===== src/lpfr_pkg.sv =====
// shared types, constants and helpers for the length prefixed frame receiver
// no dependencies
package lpfr_pkg;

   localparam int LENGTH_BITS_DEF = 23;
   localparam int CSR_INDEX_W     = 2;
   localparam int CSR_DATA_W      = 32;
   localparam int HEADER_BYTES    = 8;

   localparam logic [31:0] MAGIC_RESET    = 32'hF150_CCC2;
   localparam logic [23:0] MAX_SIZE_RESET = 24'h80_0000;

   typedef enum logic [CSR_INDEX_W-1:0] {
      CSR_MAGIC      = 2'd0,
      CSR_MAX_SIZE   = 2'd1,
      CSR_BIG_ENDIAN = 2'd2
   } csr_index_type;

   typedef enum logic [1:0] {
      PH_HEADER  = 2'd0,
      PH_PAYLOAD = 2'd1,
      PH_ERROR   = 2'd2
   } phase_type;

   typedef enum logic {
      KIND_PAYLOAD   = 1'b0,
      KIND_MALFORMED = 1'b1
   } kind_type;

   typedef struct packed {
      logic [31:0] magic;
      logic [23:0] max_size;
      logic        big_endian;
   } cfg_type;

   typedef struct packed {
      logic       kind;
      logic [7:0] data;
      logic       last;
   } result_type;

   function automatic logic [31:0] swap32(input logic [31:0] v);
      return {v[7:0], v[15:8], v[23:16], v[31:24]};
   endfunction

endpackage


===== src/length_prefixed_frame_receiver_top.sv =====
// length prefixed frame receiver: one byte per word in, payload bytes and malformed marks out
// a result word is registered and is valid in the cycle after the byte that causes it is taken
// throughput: one byte per cycle while the result channel does not stall, set by the single result register
// reset: synchronous, active high; clears control and configuration registers to defaults, expects a header
// depends on lpfr_pkg, lpfr_csr, lpfr_parser, lpfr_out_reg
module length_prefixed_frame_receiver_top #(
   parameter int LENGTH_BITS = lpfr_pkg::LENGTH_BITS_DEF
) (
   input  logic                             clock,
   input  logic                             reset,
   input  logic                             req_valid,
   output logic                             req_ready,
   input  logic [7:0]                       req_rx_byte,
   output logic                             rsp_valid,
   input  logic                             rsp_ready,
   output logic                             rsp_kind,
   output logic [7:0]                       rsp_payload_byte,
   output logic                             rsp_frame_last,
   input  logic                             csr_we,
   input  logic [lpfr_pkg::CSR_INDEX_W-1:0] csr_index,
   input  logic [lpfr_pkg::CSR_DATA_W-1:0]  csr_wdata
);

   lpfr_pkg::cfg_type    cfg;
   lpfr_pkg::result_type res;
   lpfr_pkg::result_type out_data;
   logic                 res_valid;
   logic                 step;

   assign step = req_valid && req_ready;

   lpfr_csr u_csr (
      .clock     (clock),
      .reset     (reset),
      .csr_we    (csr_we),
      .csr_index (csr_index),
      .csr_wdata (csr_wdata),
      .cfg       (cfg)
   );

   lpfr_parser #(
      .LENGTH_BITS (LENGTH_BITS)
   ) u_parser (
      .clock     (clock),
      .reset     (reset),
      .step      (step),
      .rx_byte   (req_rx_byte),
      .cfg       (cfg),
      .res_valid (res_valid),
      .res       (res)
   );

   lpfr_out_reg u_out (
      .clock     (clock),
      .reset     (reset),
      .in_valid  (res_valid),
      .in_data   (res),
      .in_ready  (req_ready),
      .out_valid (rsp_valid),
      .out_data  (out_data),
      .out_ready (rsp_ready)
   );

   assign rsp_kind         = out_data.kind;
   assign rsp_payload_byte = out_data.data;
   assign rsp_frame_last   = out_data.last;

endmodule


===== src/lpfr_csr.sv =====
// configuration registers: magic word, size limit and header byte order
// depends on lpfr_pkg
module lpfr_csr (
   input  logic                              clock,
   input  logic                              reset,
   input  logic                              csr_we,
   input  logic [lpfr_pkg::CSR_INDEX_W-1:0]  csr_index,
   input  logic [lpfr_pkg::CSR_DATA_W-1:0]   csr_wdata,
   output lpfr_pkg::cfg_type                 cfg
);

   lpfr_pkg::cfg_type cfg_ff, cfg_in;

   always_comb begin
      cfg_in = cfg_ff;
      if (csr_we) begin
         unique case (csr_index)
            lpfr_pkg::CSR_MAGIC:      cfg_in.magic      = csr_wdata[31:0];
            lpfr_pkg::CSR_MAX_SIZE:   cfg_in.max_size   = csr_wdata[23:0];
            lpfr_pkg::CSR_BIG_ENDIAN: cfg_in.big_endian = csr_wdata[0];
            default: cfg_in = cfg_ff;
         endcase
      end
   end

   always_ff @(posedge clock) begin
      if (reset) begin
         cfg_ff.magic      <= lpfr_pkg::MAGIC_RESET;
         cfg_ff.max_size   <= lpfr_pkg::MAX_SIZE_RESET;
         cfg_ff.big_endian <= 1'b0;
      end else begin
         cfg_ff <= cfg_in;
      end
   end

   assign cfg = cfg_ff;

endmodule


===== src/lpfr_parser.sv =====
// frame parser: header collection and check, payload count, sticky error
// depends on lpfr_pkg
module lpfr_parser #(
   parameter int LENGTH_BITS = lpfr_pkg::LENGTH_BITS_DEF
) (
   input  logic                   clock,
   input  logic                   reset,
   input  logic                   step,
   input  logic [7:0]             rx_byte,
   input  lpfr_pkg::cfg_type      cfg,
   output logic                   res_valid,
   output lpfr_pkg::result_type   res
);

   localparam logic [32:0] LenLimit = 33'((64'd1 << LENGTH_BITS) + 64'd7);

   lpfr_pkg::phase_type    phase_ff, phase_in;
   logic [55:0]            hdr_ff, hdr_in;
   logic [2:0]             cnt_ff, cnt_in;
   logic [LENGTH_BITS-1:0] rem_ff, rem_in;

   logic [63:0] full;
   logic [31:0] magic;
   logic [31:0] size;
   logic [31:0] payload_len;
   logic        bad;

   always_comb begin
      full        = {hdr_ff, rx_byte};
      magic       = cfg.big_endian ? full[63:32] : lpfr_pkg::swap32(full[63:32]);
      size        = cfg.big_endian ? full[31:0]  : lpfr_pkg::swap32(full[31:0]);
      payload_len = size - 32'(lpfr_pkg::HEADER_BYTES);
      bad         = (magic != cfg.magic)
                 || (size <= 32'(lpfr_pkg::HEADER_BYTES))
                 || (size > {8'd0, cfg.max_size})
                 || ({1'b0, size} > LenLimit);
   end

   always_comb begin
      phase_in  = phase_ff;
      hdr_in    = hdr_ff;
      cnt_in    = cnt_ff;
      rem_in    = rem_ff;
      res_valid = 1'b0;
      res.kind  = lpfr_pkg::KIND_PAYLOAD;
      res.data  = 8'd0;
      res.last  = 1'b0;
      if (step) begin
         unique case (phase_ff)
            lpfr_pkg::PH_HEADER: begin
               hdr_in = full[55:0];
               cnt_in = cnt_ff + 3'd1;
               if (cnt_ff == 3'd7) begin
                  if (bad) begin
                     phase_in  = lpfr_pkg::PH_ERROR;
                     res_valid = 1'b1;
                     res.kind  = lpfr_pkg::KIND_MALFORMED;
                  end else begin
                     phase_in = lpfr_pkg::PH_PAYLOAD;
                     rem_in   = payload_len[LENGTH_BITS-1:0];
                  end
               end
            end
            lpfr_pkg::PH_PAYLOAD: begin
               rem_in    = rem_ff - LENGTH_BITS'(1);
               res_valid = 1'b1;
               res.data  = rx_byte;
               if (rem_ff == LENGTH_BITS'(1)) begin
                  res.last = 1'b1;
                  phase_in = lpfr_pkg::PH_HEADER;
                  cnt_in   = 3'd0;
               end
            end
            default: begin
               res_valid = 1'b1;
               res.kind  = lpfr_pkg::KIND_MALFORMED;
            end
         endcase
      end
   end

   always_ff @(posedge clock) begin
      if (reset) begin
         phase_ff <= lpfr_pkg::PH_HEADER;
         cnt_ff   <= 3'd0;
         rem_ff   <= '0;
      end else begin
         phase_ff <= phase_in;
         cnt_ff   <= cnt_in;
         rem_ff   <= rem_in;
      end
   end

   always_ff @(posedge clock) begin
      hdr_ff <= hdr_in;
   end

endmodule


===== src/lpfr_out_reg.sv =====
// result register between the parser and the result channel
// depends on lpfr_pkg
module lpfr_out_reg (
   input  logic                 clock,
   input  logic                 reset,
   input  logic                 in_valid,
   input  lpfr_pkg::result_type in_data,
   output logic                 in_ready,
   output logic                 out_valid,
   output lpfr_pkg::result_type out_data,
   input  logic                 out_ready
);

   logic                 valid_ff, valid_in;
   lpfr_pkg::result_type data_ff;

   assign in_ready = !valid_ff || out_ready;

   always_comb begin
      valid_in = valid_ff;
      if (in_ready) begin
         valid_in = in_valid;
      end
   end

   always_ff @(posedge clock) begin
      if (reset) begin
         valid_ff <= 1'b0;
      end else begin
         valid_ff <= valid_in;
      end
   end

   always_ff @(posedge clock) begin
      if (in_valid && in_ready) begin
         data_ff <= in_data;
      end
   end

   assign out_valid = valid_ff;
   assign out_data  = data_ff;

endmodule


===== config.mk =====
export PLATFORM = sky130hd
export DESIGN_NAME = length_prefixed_frame_receiver_top
export DESIGN_NICKNAME = d
export VERILOG_FILES = /design/src/lpfr_pkg.sv /design/src/length_prefixed_frame_receiver_top.sv /design/src/lpfr_csr.sv /design/src/lpfr_parser.sv /design/src/lpfr_out_reg.sv
export SDC_FILE = /design/constraint.sdc
export NUM_CORES = 1
export LEC_CHECK = 0
export BUFFER_PORTS_ARGS = -buffer_cell sky130_fd_sc_hd__clkbuf_2
export CAP_MARGIN = 10
export CORE_MARGIN = 3
export CORE_UTILIZATION = 65
export CTS_BUF_LIST = sky130_fd_sc_hd__clkbuf_16
export DETAILED_ROUTE_END_ITERATION = 7
export HOLD_SLACK_MARGIN = 0.1
export PLACE_DENSITY_LB_ADDON = 0.12
export SLEW_MARGIN = 5
export SYNTH_ARGS = -nofsm -noshare
export SYNTH_HDL_FRONTEND = slang
export SYNTH_HIERARCHICAL = 1
export SYNTH_SLANG_ARGS = --single-unit

===== constraint.sdc =====
create_clock -name clock -period 14.2 [get_ports clock]
set_clock_uncertainty 0.05 [all_clocks]
set_input_delay 2.84 -clock clock [delete_from_list [all_inputs] [get_ports clock]]
set_output_delay 2.84 -clock clock [all_outputs]
set_load 0.1 [all_outputs]

Word level (Yosys, flattened, before mapping)
Cells that the tools add are included.
{"block": "op_classes", "eq_ne": 9, "reduce_logical": 18, "muxes": 17, "order_cmp": 3, "addsub": 3}
{"op": "$mux W32", "n": 2}
{"op": "$mux W23", "n": 2}
{"op": "$pmux W23 S2", "n": 1}
{"op": "$gt A32 B24 Y1", "n": 1}
{"op": "$gt A32 B24 Y1 const B", "n": 1}
{"op": "$le A32 B4 Y1 const B", "n": 1}
{"op": "$ne A32 B32 Y1", "n": 1}
{"op": "$eq A23 B1 Y1 const B", "n": 1}
{"op": "$sub A23 B1 Y23 const B", "n": 1}
{"op": "$sub A23 B4 Y23 const B", "n": 1}
{"op": "$reduce_and A2 Y1", "n": 5}
{"op": "$reduce_and A4 Y1", "n": 2}
{"op": "$mux W2", "n": 3}
{"op": "$pmux W3 S2", "n": 1}
{"op": "$mux W1", "n": 5}
{"op": "$eq A2 B1 Y1 const B", "n": 2}
{"op": "$logic_not A2 Y1", "n": 2}
{"op": "$logic_or A1 B1 Y1", "n": 4}
{"op": "$ne A2 B1 Y1 const B", "n": 2}
{"op": "$pmux W2 S2", "n": 1}
{"op": "$add A3 B1 Y3 const B", "n": 1}
{"op": "$eq A3 B3 Y1 const B", "n": 1}
{"op": "$mux W3", "n": 1}
{"op": "$reduce_and A3 Y1", "n": 1}
{"op": "6 further kinds", "n": 7}
{"block": "totals", "output_inout_bits": 12, "reg_bits": 152, "word_cells": 61}

Logic depth before layout (Yosys ltp)
{"block": "logic_depth", "ltp_word": 10, "ltp_mapped": 17}

By module
Netlist, hierarchy kept.
{"mod": "lpfr_parser", "instances": 1, "area_per_inst_um2": 5876.9, "seq_area_each_um2": 2242.2, "cells_per_inst": 614}
{"mod": "lpfr_csr", "instances": 1, "area_per_inst_um2": 2402.3, "seq_area_each_um2": 1141.1, "cells_per_inst": 234}
{"mod": "lpfr_out_reg", "instances": 1, "area_per_inst_um2": 355.3, "seq_area_each_um2": 320.3, "cells_per_inst": 15}
{"mod": "length_prefixed_frame_receiver_top", "instances": 1, "area_per_inst_um2": 6.3, "seq_area_each_um2": 0.0, "cells_per_inst": 1}

Worst setup path before layout
Ideal clock, no wire load.
{"block": "synth_path", "path_kind": "input -> register", "start": "input port rsp_ready", "end": "register u_parser.cnt_ff[0]", "stages": 6, "path_slack_ns": 5.531, "required_ns": 14.022, "t_arrival_ns": 8.491, "setup_time_ns": 0.128, "n_path_buf": 0, "cell_sequence": "nand2b_4 -> and2_1 -> nor3b_1 -> nor2_1 -> mux2i_1 -> nor2_1"}
{"block": "synth_between", "elab_chain_cells": 3}
{"element": "start, declared", "line": "length_prefixed_frame_receiver_top.sv:15", "source": "input logic rsp_ready,"}
{"element": "$logic_or A1 B1 Y1", "line": "lpfr_out_reg.sv:17", "source": "assign in_ready = !valid_ff || out_ready;"}
{"element": "$logic_and A1 B1 Y1", "line": "length_prefixed_frame_receiver_top.sv:30", "source": "assign step = req_valid && req_ready;"}
{"element": "named net step", "line": "length_prefixed_frame_receiver_top.sv:28", "source": "logic step;"}
{"element": "$reduce_and A3 Y1 (no line)"}
{"element": "end signal, assigned", "line": "lpfr_parser.sv:89", "source": "cnt_ff <= cnt_in;"}
{"element": "end, declared", "line": "lpfr_parser.sv:19", "source": "logic [2:0] cnt_ff, cnt_in;"}
The timed path passes the listed nets, and every way through them passes these cells.
A chain may end at the register's enable or synchronous reset.

Worst setup path in the final report
{"block": "layout_path", "start": "input port rsp_ready", "end": "output port req_ready"}
{"block": "layout_between", "elab_chain_cells": 1}
{"element": "$logic_or A1 B1 Y1", "line": "lpfr_out_reg.sv:17"}
{"element": "end, declared", "line": "length_prefixed_frame_receiver_top.sv:12", "source": "output logic req_ready,"}
Every way passes these cells.

==> metrics.yaml <==
outcome:
  status: "completed"
detailed_routing:
  drc: 0
  drt-met1-wl_um: 9440
  top_layer_used: "met4"
  routedWlPerCell_um: 19.9
  routed_via_density: 6.18
  first_pass_iters: 6
  routed_wl_um: 21700
  dr_wl_met2_um: 9970
  drtAntennaViolNets: 0
  route.met3.wl_um: 1870
  vias: 6741
  first_iter_violations: 738
setup_path:
  cpPeakStageDelay_ns: 0.45
  reg2reg_depth: 11
  worstPathArrival_ns: 3.49
  crit_start: "rsp_ready"
  path_max_fanout: 4
  path_cells: "clkbuf_2, nand2b_4, clkbuf_2"
  crit_path_frequent_cell: "clkbuf_2"
  cp-start-kind: "input pin"
  critPathKind: "input pin to primary output"
  rr_startpoint: "u_csr/cfg[0]"
  r2r_setup_slack_ns: 9.66
  cp_data_required_time_ns: 11.31
  end_kind: "primary output"
  slowest_stage: "clkbuf_2"
  worstReg2RegEnd: "u_parser/rem_ff[0]"
  crit_end: "req_ready"
clock_network:
  path_clk_slew_ns: 0.06
  cts_buffers: 17
  root_buffer: "clkbuf_16"
  hold_buffers: 0
  cts_tree: "done"
  numClockSinks: 152
  clk_latency_ns: 0.43
  cts_buffer_depth: 2
  cts.repair.resized: 0
  cts_setup_buffers: 0
  h-tree-depth: 4
placement:
  hpwl_um: 15000
  place_area_um2: 8970
  port_buffers: 58
  gp_congestion: 0.916
worst_hold_path:
  min-delay-start: "u_parser/cnt_ff[1]"
  hp-class: "flop to flop"
global_routing:
  grt_pass1_vias: 6594
  grt.overflow.total: 0
  grt_max_degree: 133
  grt_antenna_before_repair: 0
  track_usage: 0.302
  grt_first_pass_wirelength_um: 34300
floorplan:
  die_area_um2: 14700
  fp.dieH_um: 121
  rows: 41
  ios: 59
  core_region_area_um2: 12800
  initial_core_util: 0.674
  die_x_um: 121
synthesis:
  yosysSeqAreaShare: 0.429
  synth_flop_cell: "dfxtp_1"
  synthArstFlopShare: 0
  yosysUniqueCellTypes: 68
  syn_nets: 940
  yosys_register_bits: 152
  syn_avg_cell_area_um2: 10.0
  syn-cell-area_um2: 8640
  yosys_warnings: 6
  syn_inst: 864
  synth_edf_count: 66
power:
  clkPwrFrac: 0.453
  swShare: 0.242
  p_leak_nw: 3.66
  combPwrFrac: 0.096
  vdd_ir_drop_max_uv: 110
  internal_power_mw: 0.830
  power_frac_seq: 0.452
  powerDensity_nw_per_um2: 114
  switching_power_mw: 0.265
timing:
  timing.slew.headroom: 0.261
  finalHoldViolations: 0
  setup_violations: 0
  fin_crit_ns: 6.38
  clock.fmax_ghz: 0.157
  setup_tns_ns: 0
  fin_crit_sh: 0.449
  drv_slew: 0
  grt_setup_unrepaired: "false"
  worst_pin_slew_ns: 1.11
layout:
  finalInstanceArea_um2: 9630
  layout-drive-gt1-share: 0.134
  finalNetCount: 981
  area_growth_pct: 11.4
  antenna_cells: 0
flow_run:
  max_cap_viol_count: 0
==> flip-flops by register name (all words and copies together) (netlist names) <==
signal and cells:
u_csr/cfg 57, u_out/out_data 10, u_parser/rem_ff 23, u_parser/cnt_ff 3, u_out/out_valid 1, u_parser/hdr_ff 56
u_parser/phase_ff 2
==> final cells by class <==
type,instances,area (µm²)
flip-flops and latches,152,3710
well taps,172,215
clock inverters,12,155
clock buffers,20,500
inverters,37,139
multi-input cells,634,4580
fillers,933,3200
repair buffers,63,330
==> cells by family after synthesis <==
family	Yosys count	share of synthesized area
muxes	128	0.151
DFF	152	0.429
and+or+nand+nor	324	0.208
xor gates and xnor gates	47	0.0476
adders and majority gates	29	0.0420
buffers and inverters	78	0.0436
AOI/OAI and AO/OA	106	0.0796
==> worst min-delay path by stage <==
| stage | end | cells past startpoint | slack [ns] |
|---|---|---|---|
| 3_3_place_gp | u_parser/cnt_ff[1] | 2 | 0.39 |
| 2_1_floorplan | u_parser/cnt_ff[1] | 2 | 0.39 |
| 5_1_grt | u_csr/cfg[18] | 2 | 0.45 |
| 3_5_place_dp | u_parser/cnt_ff[1] | 2 | 0.41 |
| 6_report | u_parser/cnt_ff[1] | 2 | 0.42 |
| 4_1_cts | u_parser/cnt_ff[1] | 2 | 0.42 |
==> power groups by stage <==
stage | clock (mW) | combinational [mW] | sequential, mW
2_1_floorplan | 0 | 0.0762 | 0.494
3_3_place_gp | 0 | 0.0968 | 0.502
3_5_place_dp | 0 | 0.102 | 0.503
4_1_cts | 0.500 | 0.103 | 0.494
5_1_grt | 0.520 | 0.115 | 0.496
6_report | 0.496 | 0.105 | 0.495
==> worst max-delay path: cells and delay by family <==
family | cells | cell delay (ns)
and+or+nand+nor | 1 | 0.12
buffers and inverters | 2 | 0.52
==> layout by cell type (no fill, tap or decap), types with 17 or more instances in the layout <==
| master | n |
|---|---|
| nor2_1 | 76 |
| clkbuf_2 | 57 |
| nand2b_1 | 74 |
| clkbuf_16 | 20 |
| dfxtp_1 | 85 |
| nor3_1 | 21 |
| ha_1 | 29 |
| o21ai_0 | 23 |
| a21oi_1 | 29 |
| mux2i_1 | 111 |
| mux2_2 | 17 |
| xnor2_1 | 43 |
| inv_1 | 37 |
| nand2_1 | 45 |
| edfxtp_1 | 66 |
==> through the flow <==
stage / worst slack [ns] / utilization / hold WS [ns] / std cells / power, mW
global route: 7.79 / 0.751 / 0.448 / 1090 / 1.13
floorplan: 5.53 / - / 0.386 / 864 / 0.570
global placement: 7.81 / 0.700 / 0.393 / 1058 / 0.599
CTS: 7.82 / 0.751 / 0.423 / 1090 / 1.10
finish: 7.82 / 0.751 / 0.425 / 1090 / 1.10
detailed placement: 7.82 / 0.700 / 0.412 / 1058 / 0.605
==> metal layers <==
metal | track usage | vias to the layer above
li1 | - | 3192
met1 | 0.424 | 3215
met2 | 0.466 | 299
met3 | 0.0653 | 35
met4 | 0.0987 | 0
met5 | 0 | -
==> synth_stat cells, types with 3 or more instances <==
library cell  number  area share
nand4_1           10      0.0072
ha_1              29       0.042
or3_1              9      0.0065
a21o_1             3      0.0026
xnor2_1           43       0.044
nand2b_1          74       0.054
mux2_2            17       0.022
nor3_1            21       0.012
buf_2             10      0.0058
inv_1             37       0.016
mux2i_1          111        0.13
buf_4              3      0.0026
or3b_1             3      0.0030
nor4_1            10      0.0072
dfxtp_1           86        0.20
nand3_1           13      0.0075
o211ai_1           6      0.0052
nor2_1            77       0.033
nand2_1           45       0.020
nor3b_1            4      0.0035
nor4bb_1           8      0.0093
and4_1             3      0.0030
o31ai_1            3      0.0026
buf_6              8       0.010
clkbuf_1          20      0.0087
and3_1            10      0.0072
a211oi_1           9      0.0078
xor2_1             4      0.0041
or4_1             11      0.0096
a21oi_1           29       0.017
edfxtp_1          66        0.23
o21ai_0           23       0.013
o22ai_1            5      0.0036
nand3b_1           4      0.0035
nor2b_1            6      0.0043
Note: power is estimated with default switching activity, not from simulation.
